--- src/bounded_deque_bag_core_defines.svh ---
// Assertion macros used by the deque datapath.
`ifndef BOUNDED_DEQUE_BAG_CORE_DEFINES_SVH
`define BOUNDED_DEQUE_BAG_CORE_DEFINES_SVH

// Same-cycle implication, off while reset is high.
`define BDB_ASSERT_SAME(label, clk, rst, ante, cons, msg) \
   label: assert property (@(posedge clk) disable iff (rst) (ante) |-> (cons)) \
      else $error(msg);

// Next-cycle implication, off while reset is high.
`define BDB_ASSERT_NEXT(label, clk, rst, ante, cons, msg) \
   label: assert property (@(posedge clk) disable iff (rst) (ante) |=> (cons)) \
      else $error(msg);

`endif

--- src/bdb_pkg.sv ---
package bdb_pkg;

   // Request codes. Codes 6 and 7 do nothing.
   typedef enum logic [2:0] {
      REQ_PUSH_FRONT = 3'd0,
      REQ_PUSH_BACK  = 3'd1,
      REQ_POP_FRONT  = 3'd2,
      REQ_POP_BACK   = 3'd3,
      REQ_CONTAINS   = 3'd4,
      REQ_REMOVE     = 3'd5
   } req_code_type;

   typedef enum logic [1:0] {
      STATUS_OK    = 2'd0,
      STATUS_FULL  = 2'd1,
      STATUS_EMPTY = 2'd2
   } status_code_type;

   // Which offset from the head the read port looks at.
   typedef enum logic [1:0] {
      OFF_IDX,
      OFF_IDX_NEXT,
      OFF_FRONT,
      OFF_BACK
   } rd_sel_type;

   typedef struct packed {
      logic       capture;
      logic       apply;
      logic       inc_idx;
      logic       set_found;
      logic       rd_en;
      rd_sel_type rd_sel;
      logic       shift_wr;
      logic       dec_count;
      logic       take_front;
      logic       take_back;
      logic       zero_ends;
      logic       load_rsp;
   } dp_cmd_type;

   typedef struct packed {
      logic [2:0] req_type;
      logic       count_zero;
      logic       match;
      logic       idx_last;
      logic       rsp_free;
   } dp_stat_type;

endpackage

--- src/bdb_ram.sv ---
module bdb_ram #(
   parameter int WIDTH = 32,
   parameter int DEPTH = 16
) (
   input  logic                     clock,
   input  logic                     wr_en,
   input  logic [$clog2(DEPTH)-1:0] wr_addr,
   input  logic [WIDTH-1:0]         wr_data,
   input  logic                     rd_en,
   input  logic [$clog2(DEPTH)-1:0] rd_addr,
   output logic [WIDTH-1:0]         rd_data
);

   logic [WIDTH-1:0] mem_ff [DEPTH];
   logic [WIDTH-1:0] rd_data_ff;

   always_ff @(posedge clock) begin
      if (wr_en) begin
         mem_ff[wr_addr] <= wr_data;
      end
      if (rd_en) begin
         rd_data_ff <= mem_ff[rd_addr];
      end
   end

   assign rd_data = rd_data_ff;

endmodule

--- src/bdb_ctrl.sv ---
module bdb_ctrl (
   input  logic                 clock,
   input  logic                 reset,
   input  logic                 req_valid,
   output logic                 req_ready,
   output bdb_pkg::dp_cmd_type  cmd,
   input  bdb_pkg::dp_stat_type stat
);

   typedef enum logic [3:0] {
      ST_IDLE,
      ST_EXEC,
      ST_SRCH_RD,
      ST_SRCH_CMP,
      ST_SHIFT_RD,
      ST_SHIFT_WR,
      ST_RD_FRONT,
      ST_RD_BACK,
      ST_CAP_BACK,
      ST_DONE
   } state_type;

   state_type state_ff, state_in;
   logic      is_search;

   assign is_search = (stat.req_type == bdb_pkg::REQ_CONTAINS) ||
                      (stat.req_type == bdb_pkg::REQ_REMOVE);

   always_ff @(posedge clock) begin
      if (reset) begin
         state_ff <= ST_IDLE;
      end else begin
         state_ff <= state_in;
      end
   end

   always_comb begin
      state_in   = state_ff;
      cmd        = '0;
      cmd.rd_sel = bdb_pkg::OFF_IDX;
      req_ready  = 1'b0;
      unique case (state_ff)
         ST_IDLE: begin
            // No request is taken while reset is held.
            req_ready = !reset;
            if (req_valid && !reset) begin
               cmd.capture = 1'b1;
               state_in    = ST_EXEC;
            end
         end
         ST_EXEC: begin
            cmd.apply = 1'b1;
            if (is_search && !stat.count_zero) begin
               state_in = ST_SRCH_RD;
            end else begin
               state_in = ST_RD_FRONT;
            end
         end
         ST_SRCH_RD: begin
            cmd.rd_en  = 1'b1;
            cmd.rd_sel = bdb_pkg::OFF_IDX;
            state_in   = ST_SRCH_CMP;
         end
         ST_SRCH_CMP: begin
            priority if (stat.match) begin
               cmd.set_found = 1'b1;
               state_in = (stat.req_type == bdb_pkg::REQ_REMOVE) ? ST_SHIFT_RD : ST_RD_FRONT;
            end else if (stat.idx_last) begin
               state_in = ST_RD_FRONT;
            end else begin
               cmd.inc_idx = 1'b1;
               state_in    = ST_SRCH_RD;
            end
         end
         ST_SHIFT_RD: begin
            if (stat.idx_last) begin
               cmd.dec_count = 1'b1;
               state_in      = ST_RD_FRONT;
            end else begin
               cmd.rd_en  = 1'b1;
               cmd.rd_sel = bdb_pkg::OFF_IDX_NEXT;
               state_in   = ST_SHIFT_WR;
            end
         end
         ST_SHIFT_WR: begin
            cmd.shift_wr = 1'b1;
            cmd.inc_idx  = 1'b1;
            state_in     = ST_SHIFT_RD;
         end
         ST_RD_FRONT: begin
            if (stat.count_zero) begin
               cmd.zero_ends = 1'b1;
               state_in      = ST_DONE;
            end else begin
               cmd.rd_en  = 1'b1;
               cmd.rd_sel = bdb_pkg::OFF_FRONT;
               state_in   = ST_RD_BACK;
            end
         end
         ST_RD_BACK: begin
            cmd.take_front = 1'b1;
            cmd.rd_en      = 1'b1;
            cmd.rd_sel     = bdb_pkg::OFF_BACK;
            state_in       = ST_CAP_BACK;
         end
         ST_CAP_BACK: begin
            cmd.take_back = 1'b1;
            state_in      = ST_DONE;
         end
         ST_DONE: begin
            if (stat.rsp_free) begin
               cmd.load_rsp = 1'b1;
               state_in     = ST_IDLE;
            end
         end
         default: begin
            state_in = ST_IDLE;
         end
      endcase
   end

endmodule

--- src/bdb_datapath.sv ---
`include "bounded_deque_bag_core_defines.svh"

module bdb_datapath #(
   parameter int DEPTH       = 16,
   parameter int VALUE_WIDTH = 32
) (
   input  logic                 clock,
   input  logic                 reset,
   input  bdb_pkg::dp_cmd_type  cmd,
   output bdb_pkg::dp_stat_type stat,
   input  logic [2:0]           req_type,
   input  logic signed [31:0]   req_item_value,
   input  logic                 rsp_ready,
   output logic                 rsp_valid,
   output logic signed [31:0]   rsp_front_value,
   output logic signed [31:0]   rsp_back_value,
   output logic [4:0]           rsp_item_count,
   output logic                 rsp_is_empty,
   output logic                 rsp_found,
   output logic [1:0]           rsp_status
);

   localparam int AW = $clog2(DEPTH);
   localparam int CW = $clog2(DEPTH + 1);

   logic [AW-1:0]          head_ff, head_in;
   logic [CW-1:0]          count_ff, count_in;
   logic [AW-1:0]          idx_ff, idx_in;
   logic [2:0]             type_ff, type_in;
   logic [VALUE_WIDTH-1:0] value_ff, value_in;
   logic                   found_ff, found_in;
   bdb_pkg::status_code_type status_ff, status_in;
   logic [VALUE_WIDTH-1:0] front_ff, front_in;
   logic [VALUE_WIDTH-1:0] back_ff, back_in;
   logic                   rsp_valid_ff, rsp_valid_in;
   logic [31:0]            rsp_front_ff, rsp_front_in;
   logic [31:0]            rsp_back_ff, rsp_back_in;
   logic [4:0]             rsp_count_ff, rsp_count_in;
   logic                   rsp_empty_ff, rsp_empty_in;
   logic                   rsp_found_ff, rsp_found_in;
   logic [1:0]             rsp_status_ff, rsp_status_in;

   logic                   mem_we;
   logic [AW-1:0]          mem_waddr;
   logic [VALUE_WIDTH-1:0] mem_wdata;
   logic                   mem_re;
   logic [AW-1:0]          mem_raddr;
   logic [VALUE_WIDTH-1:0] mem_rdata;

   logic                   full;
   logic                   empty;
   logic [AW-1:0]          head_minus;
   logic [AW-1:0]          head_plus;
   logic [63:0]            value_wide;
   logic [63:0]            front_wide;
   logic [63:0]            back_wide;

   // Physical slot of a logical offset from the head; the sum stays below twice DEPTH.
   function automatic logic [AW-1:0] slot_of(input logic [AW-1:0] head,
                                             input logic [AW-1:0] offset);
      logic [AW:0] sum;
      sum = (AW+1)'(head) + (AW+1)'(offset);
      if (sum >= (AW+1)'(DEPTH)) begin
         sum = sum - (AW+1)'(DEPTH);
      end
      return sum[AW-1:0];
   endfunction

   assign full       = (count_ff == CW'(DEPTH));
   assign empty      = (count_ff == '0);
   assign head_minus = (head_ff == '0) ? AW'(DEPTH - 1) : head_ff - AW'(1);
   assign head_plus  = (head_ff == AW'(DEPTH - 1)) ? '0 : head_ff + AW'(1);
   assign value_wide = 64'($unsigned(req_item_value));
   assign front_wide = 64'(front_ff);
   assign back_wide  = 64'(back_ff);

   always_comb begin
      head_in       = head_ff;
      count_in      = count_ff;
      idx_in        = idx_ff;
      type_in       = type_ff;
      value_in      = value_ff;
      found_in      = found_ff;
      status_in     = status_ff;
      front_in      = front_ff;
      back_in       = back_ff;
      mem_we        = 1'b0;
      mem_waddr     = slot_of(head_ff, idx_ff);
      mem_wdata     = mem_rdata;

      if (cmd.capture) begin
         type_in   = req_type;
         value_in  = value_wide[VALUE_WIDTH-1:0];
         idx_in    = '0;
         found_in  = 1'b0;
         status_in = bdb_pkg::STATUS_OK;
      end

      if (cmd.apply) begin
         unique case (type_ff)
            bdb_pkg::REQ_PUSH_FRONT: begin
               if (full) begin
                  status_in = bdb_pkg::STATUS_FULL;
               end else begin
                  head_in   = head_minus;
                  mem_we    = 1'b1;
                  mem_waddr = head_minus;
                  mem_wdata = value_ff;
                  count_in  = count_ff + CW'(1);
               end
            end
            bdb_pkg::REQ_PUSH_BACK: begin
               if (full) begin
                  status_in = bdb_pkg::STATUS_FULL;
               end else begin
                  mem_we    = 1'b1;
                  mem_waddr = slot_of(head_ff, AW'(count_ff));
                  mem_wdata = value_ff;
                  count_in  = count_ff + CW'(1);
               end
            end
            bdb_pkg::REQ_POP_FRONT: begin
               if (empty) begin
                  status_in = bdb_pkg::STATUS_EMPTY;
               end else begin
                  head_in  = head_plus;
                  count_in = count_ff - CW'(1);
               end
            end
            bdb_pkg::REQ_POP_BACK: begin
               if (empty) begin
                  status_in = bdb_pkg::STATUS_EMPTY;
               end else begin
                  count_in = count_ff - CW'(1);
               end
            end
            default: begin
            end
         endcase
      end

      if (cmd.inc_idx) begin
         idx_in = idx_ff + AW'(1);
      end
      if (cmd.set_found) begin
         found_in = 1'b1;
      end
      if (cmd.shift_wr) begin
         mem_we    = 1'b1;
         mem_waddr = slot_of(head_ff, idx_ff);
         mem_wdata = mem_rdata;
      end
      if (cmd.dec_count) begin
         count_in = count_ff - CW'(1);
      end
      if (cmd.take_front) begin
         front_in = mem_rdata;
      end
      if (cmd.take_back) begin
         back_in = mem_rdata;
      end
      if (cmd.zero_ends) begin
         front_in = '0;
         back_in  = '0;
      end
   end

   always_comb begin
      mem_re = cmd.rd_en;
      unique case (cmd.rd_sel)
         bdb_pkg::OFF_IDX:      mem_raddr = slot_of(head_ff, idx_ff);
         bdb_pkg::OFF_IDX_NEXT: mem_raddr = slot_of(head_ff, idx_ff + AW'(1));
         bdb_pkg::OFF_FRONT:    mem_raddr = head_ff;
         bdb_pkg::OFF_BACK:     mem_raddr = slot_of(head_ff, AW'(count_ff - CW'(1)));
         default:               mem_raddr = head_ff;
      endcase
   end

   always_comb begin
      rsp_valid_in  = rsp_valid_ff;
      rsp_front_in  = rsp_front_ff;
      rsp_back_in   = rsp_back_ff;
      rsp_count_in  = rsp_count_ff;
      rsp_empty_in  = rsp_empty_ff;
      rsp_found_in  = rsp_found_ff;
      rsp_status_in = rsp_status_ff;
      if (rsp_ready) begin
         rsp_valid_in = 1'b0;
      end
      if (cmd.load_rsp) begin
         rsp_valid_in  = 1'b1;
         rsp_front_in  = front_wide[31:0];
         rsp_back_in   = back_wide[31:0];
         rsp_count_in  = 5'(count_ff);
         rsp_empty_in  = empty;
         rsp_found_in  = found_ff;
         rsp_status_in = status_ff;
      end
   end

   always_ff @(posedge clock) begin
      if (reset) begin
         head_ff      <= '0;
         count_ff     <= '0;
         rsp_valid_ff <= 1'b0;
      end else begin
         head_ff      <= head_in;
         count_ff     <= count_in;
         rsp_valid_ff <= rsp_valid_in;
      end
      idx_ff        <= idx_in;
      type_ff       <= type_in;
      value_ff      <= value_in;
      found_ff      <= found_in;
      status_ff     <= status_in;
      front_ff      <= front_in;
      back_ff       <= back_in;
      rsp_front_ff  <= rsp_front_in;
      rsp_back_ff   <= rsp_back_in;
      rsp_count_ff  <= rsp_count_in;
      rsp_empty_ff  <= rsp_empty_in;
      rsp_found_ff  <= rsp_found_in;
      rsp_status_ff <= rsp_status_in;
   end

   bdb_ram #(
      .WIDTH (VALUE_WIDTH),
      .DEPTH (DEPTH)
   ) u_store (
      .clock   (clock),
      .wr_en   (mem_we),
      .wr_addr (mem_waddr),
      .wr_data (mem_wdata),
      .rd_en   (mem_re),
      .rd_addr (mem_raddr),
      .rd_data (mem_rdata)
   );

   assign stat.req_type   = type_ff;
   assign stat.count_zero = empty;
   assign stat.match      = (mem_rdata == value_ff);
   assign stat.idx_last   = ((CW+1)'(idx_ff) + (CW+1)'(1)) >= (CW+1)'(count_ff);
   assign stat.rsp_free   = !rsp_valid_ff || rsp_ready;

   assign rsp_valid       = rsp_valid_ff;
   assign rsp_front_value = signed'(rsp_front_ff);
   assign rsp_back_value  = signed'(rsp_back_ff);
   assign rsp_item_count  = rsp_count_ff;
   assign rsp_is_empty    = rsp_empty_ff;
   assign rsp_found       = rsp_found_ff;
   assign rsp_status      = rsp_status_ff;

   `BDB_ASSERT_SAME(a_count_bound, clock, reset, 1'b1, count_ff <= CW'(DEPTH), "count above depth")
   `BDB_ASSERT_SAME(a_head_bound, clock, reset, 1'b1, (AW+1)'(head_ff) < (AW+1)'(DEPTH), "head out of range")
   `BDB_ASSERT_NEXT(a_full_push_holds, clock, reset, cmd.apply && full && ((type_ff == bdb_pkg::REQ_PUSH_FRONT) || (type_ff == bdb_pkg::REQ_PUSH_BACK)), (count_ff == $past(count_ff)) && (head_ff == $past(head_ff)), "rejected push changed the deque")
   `BDB_ASSERT_SAME(a_shift_in_range, clock, reset, cmd.shift_wr, ((CW+1)'(idx_ff) + (CW+1)'(1)) < (CW+1)'(count_ff), "compaction past the back")
   `BDB_ASSERT_SAME(a_load_when_free, clock, reset, cmd.load_rsp, !rsp_valid_ff || rsp_ready, "response overwritten before taken")

endmodule

--- src/bounded_deque_bag_core.sv ---
// Channel   Direction  Handshake            Payload
// request   in         req_valid/req_ready  req_type, req_item_value
// response  out        rsp_valid/rsp_ready  rsp_front_value, rsp_back_value, rsp_item_count,
//                                           rsp_is_empty, rsp_found, rsp_status
//
// One request at a time: it is applied, then front and back are read through the single store
// read port, and the response register is loaded and rsp_valid rises (the reads are skipped if the
// deque is left empty). Contains and remove compare stored elements from the front until a match
// or the back; remove then moves each later element one place toward the front.
// Reset is synchronous and active high; it empties the deque and holds req_ready low.
// A new request is taken while a response waits; the block stalls only when the next finished
// response finds the response register still occupied.
module bounded_deque_bag_core #(
   parameter int DEPTH       = 16,
   parameter int VALUE_WIDTH = 32
) (
   input  logic               clock,
   input  logic               reset,
   input  logic               req_valid,
   output logic               req_ready,
   input  logic [2:0]         req_type,
   input  logic signed [31:0] req_item_value,
   output logic               rsp_valid,
   input  logic               rsp_ready,
   output logic signed [31:0] rsp_front_value,
   output logic signed [31:0] rsp_back_value,
   output logic [4:0]         rsp_item_count,
   output logic               rsp_is_empty,
   output logic               rsp_found,
   output logic [1:0]         rsp_status
);

   // The controller sequences each request; the datapath owns the store, the head and count
   // registers, and the response register.
   bdb_pkg::dp_cmd_type  cmd;
   bdb_pkg::dp_stat_type stat;

   bdb_ctrl u_ctrl (
      .clock     (clock),
      .reset     (reset),
      .req_valid (req_valid),
      .req_ready (req_ready),
      .cmd       (cmd),
      .stat      (stat)
   );

   // Values are held as their low VALUE_WIDTH bits and shown zero-extended or truncated to
   // 32 bits. The count port shows the low five bits of the element count.
   bdb_datapath #(
      .DEPTH       (DEPTH),
      .VALUE_WIDTH (VALUE_WIDTH)
   ) u_datapath (
      .clock           (clock),
      .reset           (reset),
      .cmd             (cmd),
      .stat            (stat),
      .req_type        (req_type),
      .req_item_value  (req_item_value),
      .rsp_ready       (rsp_ready),
      .rsp_valid       (rsp_valid),
      .rsp_front_value (rsp_front_value),
      .rsp_back_value  (rsp_back_value),
      .rsp_item_count  (rsp_item_count),
      .rsp_is_empty    (rsp_is_empty),
      .rsp_found       (rsp_found),
      .rsp_status      (rsp_status)
   );

endmodule

--- config.mk ---
export PLATFORM = sky130hd
export DESIGN_NAME = bounded_deque_bag_core
export DESIGN_NICKNAME = d
export VERILOG_FILES = /design/src/bdb_pkg.sv /design/src/bdb_ram.sv /design/src/bdb_ctrl.sv /design/src/bdb_datapath.sv /design/src/bounded_deque_bag_core.sv
export VERILOG_INCLUDE_DIRS = /design/src /design/src/src
export SDC_FILE = /design/constraint.sdc
export NUM_CORES = 1
export LEC_CHECK = 0
export BUFFER_PORTS_ARGS = -buffer_cell sky130_fd_sc_hd__buf_2
export CORE_ASPECT_RATIO = 1.4
export CORE_UTILIZATION = 60
export CTS_CLUSTER_SIZE = 25
export DETAILED_ROUTE_END_ITERATION = 16
export PLACE_DENSITY_LB_ADDON = 0.15
export RECOVER_POWER = 50
export SLEW_MARGIN = 15
export SYNTH_ARGS = -nofsm -noshare
export SYNTH_HDL_FRONTEND = slang
export SYNTH_HIERARCHICAL = 1
export SYNTH_SLANG_ARGS = --single-unit
--- constraint.sdc ---
create_clock -name clock -period 14.2 [get_ports clock]
set_input_delay 0.71 -clock clock [delete_from_list [all_inputs] [get_ports clock]]
set_output_delay 0.71 -clock clock [all_outputs]
set_load 0.01 [all_outputs]
==> summary.log, run 1 <==
INFO  floorplanning  fp.dieW=187µm
INFO  worst_setup_path reg2reg_setup_slack=7.35ns
INFO  routing        detailed_routing_iterations_pass_1=5
INFO  clock_tree     ctsRootBufferMaster=clkbuf_16
INFO  yosys          synth-seq-cells=737
INFO  sta            slew_viols_final=206
INFO  worst_setup_path crit_path_start_kind=flip-flop
INFO  yosys          synth_top_cell_area_share=68.8%
INFO  yosys          syn_avg_cell_area=19.0µm²
INFO  yosys          synth_cell_type_count=62
INFO  layout         finish.net_count=1,706
INFO  worst_setup_path critical_path_required=14.42ns
INFO  yosys          synth_flop_cell=edfxtp_1
INFO  sta            fin_setup_tns=0ns
INFO  routing        route.detailed.wl_per_inst=27.4µm
INFO  status         violations_in_the_final_reports=max-capacitance violations, max-slew violations
INFO  yosys          number_of_enable_type_register_cells_in_the_synthesized_netlist=656
INFO  floorplanning  die_height=260µm
INFO  global_routing gr-usage-all-layers=26.6%
INFO  sta            maxSlewHeadroom=-210%
INFO  sta            hold_violations=0
INFO  yosys          post_synth_main_area_contributors=edfxtp_1, mux4_2, dfxtp_1
INFO  yosys          synth_fa_ha_area_share=1.08%
INFO  pwr            powerDensity=208mW/mm²
INFO  clock_tree     postCtsSetupBuffers=0
INFO  yosys          synthesis.instances=1,505
INFO  layout         nFillCells=3,090
INFO  sta            final_period_minus_worst_setup_slack=6.85ns
INFO  yosys          synth_top_family_by_area=multiplexers
INFO  floorplanning  die_area=0.0486mm²
INFO  placed_design  io_buffers=113
INFO  yosys          synth_mux_area_share=14.0%
INFO  worst_setup_path arrival_time_at_the_worst_endpoint=7.07ns
INFO  global_routing wire_length_of_the_first_global_routing_pass=92,500µm
INFO  global_routing antenna_found_initial=0
INFO  layout         area_delta_synth_final=11.3%
INFO  layout         mostFrequentLayoutCell=edfxtp_1
INFO  hold_path      worst_hold_path_type=input port to flip-flop
INFO  yosys          syn-cell-area=0.0286mm²
INFO  clock_tree     number_of_buffers_created_by_cts=66
INFO  layout         most-common-layout-cells=edfxtp_1, mux4_2, clkbuf_1
INFO  worst_setup_path path_cells=nor4b_1 -> inv_1 -> a2111oi_0 -> nor2b_4 -> clkbuf_1 -> a21oi_1 -> nand2b_1 -> nor2_4 -> buf_4
INFO  clock_tree     cts.repair.resized=0
INFO  sta            setup_viol_count_final=0
INFO  yosys          ys.warnings.count=6
INFO  placed_design  gp_congestion=0.785
INFO  routing        detail-route-antenna-nets=0
INFO  pwr            p_leak=10.3nW
INFO  yosys          asyncSetResetFlopFracSynth=0%
INFO  clock_tree     number_of_clock_sinks_seen_by_cts=737
INFO  worst_setup_path critical_path.slowest_cell=clkbuf_1
INFO  global_routing maximum_number_of_pins_on_one_net_before_global_route_repair=91
INFO  sta            layout_worst_path_cycle_share=48.3%
INFO  floorplanning  core_area=0.0470mm²
INFO  clock_tree     ctsHtreeMaxLevel=3
INFO  clock_tree     number_of_buffers_between_clock_root_and_the_deepest_sink=3
INFO  floorplanning  placement_rows=94
INFO  sta            rsz0062_at_grt=no
INFO  yosys          synth_fp_nets=1,567
INFO  layout         insertedDiodeCount=0
INFO  status         outcome=complete, but fails checks
INFO  yosys          post-synth-top-area-cell=edfxtp_1
INFO  layout         drive_gt1_share=18.4%
INFO  worst_setup_path slowest_delay=2.21ns
INFO  worst_setup_path crit_fanout=38
INFO  global_routing grt_remaining_overflow=0
INFO  floorplanning  start_util=60.8%
INFO  clock_tree     clock_tree_from_tritoncts=yes
INFO  global_routing grt_pass1_vias=14,600
INFO  routing        initialDrtViolationCount=1,174
INFO  run            drv.max_cap_violation_count=4
INFO  placed_design  detailed_placement_wirelength_estimate=34,100µm
INFO  routing        remaining_drc_errors=0
INFO  sta            worstMarginPinSlew=4.65ns
INFO  pwr            vdd_ir_drop_max=0.155mV
INFO  pwr            design_power_total=0.00663W
INFO  worst_setup_path endpoint_kind=flip-flop
INFO  yosys          ys_seq_area_share=74.5%
INFO  routing        via_count=14,600
INFO  clock_tree     clk-insertion-delay-late=0.60ns
INFO  worst_setup_path crit_type=flip-flop to flip-flop
INFO  routing        vias_per_cell=6.30
INFO  yosys          yosys.area_share.xor_xnor=1.56%
INFO  clock_tree     cts.reportedPaths.clkPinSlew=0.06ns
INFO  sta            max_freq=0.146GHz
INFO  yosys          synth-simple-area-share=4.14%
INFO  clock_tree     ctsHoldBuffers=0
INFO  yosys          synth_compound_gate_area_share=3.22%
INFO  sta            clock-skew-final=0.0238ns
INFO  routing        detail_route.wirelength=63,500µm
INFO  floorplanning  boundaryPins=114
where the power goes:
group          switching [W]  total (W)  internal (W)
clock network       0.000751    0.00169      0.000941
registers           0.000198    0.00310       0.00290
logic                0.00112    0.00184      0.000723
total                0.00207    0.00663       0.00456
final timing paths:
| check | to | cells after the start | from |
|---|---|---|---|
| setup / recovery | u_datapath/u_store/mem_ff[13][11] | 9 | u_ctrl/state_ff[0] |
| hold / removal | u_datapath/value_ff[13] | 1 | req_item_value[13] |
| setup reg to reg | u_datapath/u_store/mem_ff[13][11] | 9 | u_ctrl/state_ff[0] |
| hold reg to reg | u_datapath/rsp_front_value[26] | 0 | u_datapath/front_ff[26] |
cell type report:
type / count / area, µm² / area share (%)
Clock inverter: 27 / 196 / 0.617
Inverter: 16 / 60.1 / 0.189
Clock buffer: 87 / 1820 / 5.72
Sequential cell: 737 / 21300 / 66.9
Timing Repair Buffer: 145 / 694 / 2.18
Tap cell: 624 / 781 / 2.45
Multi-Input combinational cell: 678 / 6980 / 21.9
critical path, delay by kind of cell, from the launching register on:
kind                   cells  cell delay, ns
DFF                        1            0.71
AOI/OAI and AO/OA          2            1.33
buffers and inverters      3            2.88
and+or+nand+nor            4            1.50
kinds of logic after synthesis:
group,after synthesis
and+or+nand+nor,239
muxes,232
adders and majority gates,23
DFF,737
xor gates and xnor gates,51
buffers and inverters,90
AOI/OAI and AO/OA,133
sequential cells by signal, indices dropped and copies added (netlist names), 5 cells and up:
| signal | flops |
|---|---|
| u_datapath/u_store/mem_ff | 512 |
| u_datapath/back_ff | 32 |
| u_datapath/front_ff | 32 |
| u_datapath/rsp_back_value | 32 |
| u_datapath/rsp_front_value | 32 |
| u_datapath/u_store/rd_data | 32 |
| u_datapath/value_ff | 32 |
| u_datapath/count_ff | 5 |
| u_datapath/rsp_item_count | 5 |
synth_stat cells (13+ instances only):
library cell,instances
a21oi_1,29
a22oi_1,66
buf_1,18
buf_4,13
clkbuf_1,29
dfxtp_1,81
edfxtp_1,656
ha_1,20
inv_1,16
mux2_2,20
mux2i_1,69
mux4_2,128
nand2_1,46
nor2_1,105
nor2b_1,14
xnor2_1,13
xor2_1,38
stage by stage:
step,hold slack [ns],instances,instance area [µm²],util (%),setup slack (ns)
2_1_floorplan,0.401,1505,28600,-,9.17
3_3_place_gp,0.414,2200,30000,63.9,7.82
3_5_place_dp,0.414,2200,30000,63.9,7.64
4_1_cts,0.261,2314,32100,68.2,7.60
5_1_grt,0.270,2314,31900,67.7,7.08
6_report,0.285,2314,31900,67.7,7.35
per-layer routing:
layer / global-route usage [%] / vias up / share of wire, %
li1: - / 6249 / -
met1: 34.3 / 7520 / 38
met2: 45.0 / 671 / 51
met3: 4.83 / 133 / 7.7
met4: 10.9 / 0 / 3.4
met5: 0 / - / 0
Note: power is estimated with default switching activity, not from simulation.
==> run 2: changes to the inputs <==
--- a/config.mk
+++ b/config.mk
@@ -8,7 +8,7 @@
 export LEC_CHECK = 0
 export BUFFER_PORTS_ARGS = -buffer_cell sky130_fd_sc_hd__buf_2
 export CORE_ASPECT_RATIO = 1.4
-export CORE_UTILIZATION = 60
+export CORE_UTILIZATION = 55
 export CTS_CLUSTER_SIZE = 25
 export DETAILED_ROUTE_END_ITERATION = 16
 export PLACE_DENSITY_LB_ADDON = 0.15
==> constraint.sdc (replaced) <==
create_clock -name clock -period 6.1 [get_ports clock]
set_input_delay 0.305 -clock clock [delete_from_list [all_inputs] [get_ports clock]]
set_output_delay 0.305 -clock clock [all_outputs]
set_load 0.01 [all_outputs]
==> run 2 against run 1 <==
Net effect:
- the flow still finishes with violations (max-capacitance violations, max-slew violations)
- sequential cell count is the same
- non-clock buffer count grew 45
- count of clock-buffer cells in the layout grew 9
- first-iteration DRC count shrank 7.5%
- combinational power grew 140%
- via count grew 0.40%
- worst hold slack lost 0.22 ns
- worst setup slack lost 6.9 ns
- design area grew 2.2%
- routed wire length grew 0.31%
- largest power group unchanged
==> summary.log, run 2 (synthesis results as in run 1) <==
INFO  worst_setup_path r2r.worst_path.cells=19
INFO  hold_path      worst_hold_path_type=input port to flip-flop
INFO  floorplanning  start_util=55.8%
INFO  placed_design  placed_area=0.0302mm²
INFO  pwr            design_power_total=0.0158W
INFO  clock_tree     number_of_buffers_created_by_cts=69
INFO  worst_setup_path crit_type=flip-flop to flip-flop
INFO  sta            layout_worst_path_cycle_share=93.0%
INFO  global_routing antenna_found_initial=1
INFO  clock_tree     clk-insertion-delay-late=0.61ns
INFO  clock_tree     cts.reportedPaths.clkPinSlew=0.06ns
INFO  global_routing maximum_number_of_pins_on_one_net_before_global_route_repair=81
INFO  layout         regMostFlops=u_datapath/u_store/mem_ff
INFO  hold_path      source_of_the_worst_hold_timing_path=rsp_ready
INFO  sta            rsz0062_at_grt=no
INFO  sta            final_period_minus_worst_setup_slack=5.68ns
INFO  run            drv.max_cap_violation_count=5
INFO  clock_tree     number_of_buffers_between_clock_root_and_the_deepest_sink=3
INFO  routing        detail-route-antenna-nets=0
INFO  placed_design  io_buffers=113
INFO  worst_setup_path arrival_time_at_the_worst_endpoint=6.13ns
INFO  worst_setup_path endpoint_kind=flip-flop
INFO  worst_setup_path crit_fanout=16
INFO  floorplanning  core_area=0.0513mm²
INFO  sta            max_freq=0.176GHz
INFO  layout         largest_register_ffs=512
INFO  layout         most-common-layout-cells=edfxtp_1, mux4_2, clkbuf_1
INFO  pwr            p_leak=10.6nW
INFO  sta            whs=0.0608ns
INFO  layout         drive_gt1_share=19.3%
INFO  worst_setup_path reg2reg_setup_slack=0.42ns
INFO  sta            clock-skew-final=0.0260ns
INFO  worst_setup_path r2r-end=u_datapath/u_store/rd_data[15]
INFO  sta            fin_setup_tns=0ns
INFO  routing        route.detailed.wl_per_inst=26.6µm
INFO  floorplanning  boundaryPins=114
INFO  global_routing grt_pass1_vias=14,600
INFO  global_routing grt_remaining_overflow=0
INFO  sta            maxSlewHeadroom=-203%
INFO  layout         finish.instance_area=0.0326mm²
INFO  clock_tree     number_of_clock_sinks_seen_by_cts=737
INFO  clock_tree     ctsHtreeMaxLevel=3
INFO  sta            worstMarginPinSlew=4.55ns
INFO  floorplanning  die_height=272µm
INFO  worst_setup_path cp_capture_point=u_datapath/u_store/rd_data[15]
INFO  routing        via_count=14,600
INFO  worst_setup_path critical_path.reg2reg.startpoint=u_datapath/idx_ff[0]
INFO  routing        remaining_drc_errors=0
INFO  routing        vias_per_cell=6.11
INFO  floorplanning  fp.dieW=195µm
INFO  pwr            powerDensity=484mW/mm²
INFO  clock_tree     clock_tree_from_tritoncts=yes
INFO  clock_tree     ctsRootBufferMaster=clkbuf_16
INFO  floorplanning  placement_rows=98
INFO  global_routing gr-usage-all-layers=24.2%
INFO  sta            slew_viols_final=220
INFO  layout         area_delta_synth_final=13.7%
INFO  pwr            vdd_ir_drop_max=0.342mV
INFO  layout         insertedDiodeCount=0
INFO  worst_setup_path crit_path_start_kind=flip-flop
INFO  routing        detailed_routing_iterations_pass_1=5
INFO  status         violations_in_the_final_reports=max-capacitance violations, max-slew violations
INFO  placed_design  detailed_placement_wirelength_estimate=36,300µm
INFO  status         outcome=complete, but fails checks
INFO  sta            setup_viol_count_final=0
INFO  routing        initialDrtViolationCount=1,086
INFO  layout         mostFrequentLayoutCell=edfxtp_1
INFO  floorplanning  die_area=0.0530mm²
INFO  worst_setup_path critical_path_required=6.55ns
INFO  worst_setup_path crit_start=u_datapath/idx_ff[0]
INFO  placed_design  gp_congestion=0.819
INFO  layout         finish.net_count=1,757
INFO  global_routing wire_length_of_the_first_global_routing_pass=92,900µm
INFO  sta            hold_violations=0
INFO  routing        detail_route.wirelength=63,600µm
## run 2: cell count changes in the layout (fill, tap and decap cells not counted), sizes merged
cell,delta
buf,+14
clkbuf,+5
clkinv,-2
clkinvlp,-2
dlygate4sd3,+35
nor2,+1
nor2b,+2
## run 2: layout make-up
cell class	instances	area (µm²)
flip-flops and latches	737	21300
well taps	650	813
clock buffers	96	1940
multi-input cells	681	7010
fillers	3637	18700
clock inverters	23	166
inverters	16	60.1
repair buffers	190	1240
## run 2: metal layers
layer  global-route usage, %  vias to the layer above  wire length (µm)
met4                    9.37                        2              2080
met1                    30.7                     7600             25100
met5                       0                        -                12
met2                    41.9                      550             32400
li1                        -                     6357                 -
met3                    4.23                      122              4010
## run 2: timing repair
| item | 4_1_cts | 5_1_grt |
|---|---|---|
| hold buffers | 35 | 0 |
| setup buffers | 0 | 5 |
| endpoints found under the hold margin | 35 | 0 |
| endpoints found under the setup margin | 0 | 32 |
| gates resized for setup | 0 | 2 |
## run 2: worst max-delay path, cell delays in order (launching register included)
cell	delay (ns)
edfxtp_1	0.49
ha_1	0.39
ha_1	0.28
a21o_1	0.16
a21o_1	0.18
a21o_1	0.18
a21o_1	0.24
or3_1	0.33
a21oi_1	0.21
nand2_1	0.14
mux2_2	0.31
ha_1	0.35
a21oi_1	0.15
a21oi_1	0.07
mux2_2	0.25
a311oi_1	0.38
xnor2_2	0.33
nor2b_4	0.75
a22oi_1	0.21
nand2_1	0.11
## run 2: stage by stage
stage,setup WS [ns],util (%),std cells
4_1_cts,0.188,63.7,2385
5_1_grt,0.0688,63.5,2393
3_3_place_gp,0.428,58.9,2231
3_5_place_dp,0.265,58.9,2231
2_1_floorplan,1.07,-,1505
6_report,0.425,63.5,2393
## run 2: worst min path at each step
stage	endpoint	slack, ns	depth (start not counted)
detailed placement	u_datapath/rsp_status[1]	0.41	0
global placement	u_datapath/rsp_status[1]	0.41	0
CTS	u_datapath/count_ff[3]	0.05	2
floorplan	u_ctrl/state_ff[2]	0.37	1
finish	u_datapath/rsp_valid	0.06	3
global route	u_datapath/count_ff[0]	0.08	2
## run 2: power by group
part           internal (W)  switching, W
clock network       0.00230       0.00175
registers           0.00676      0.000489
logic               0.00180       0.00265
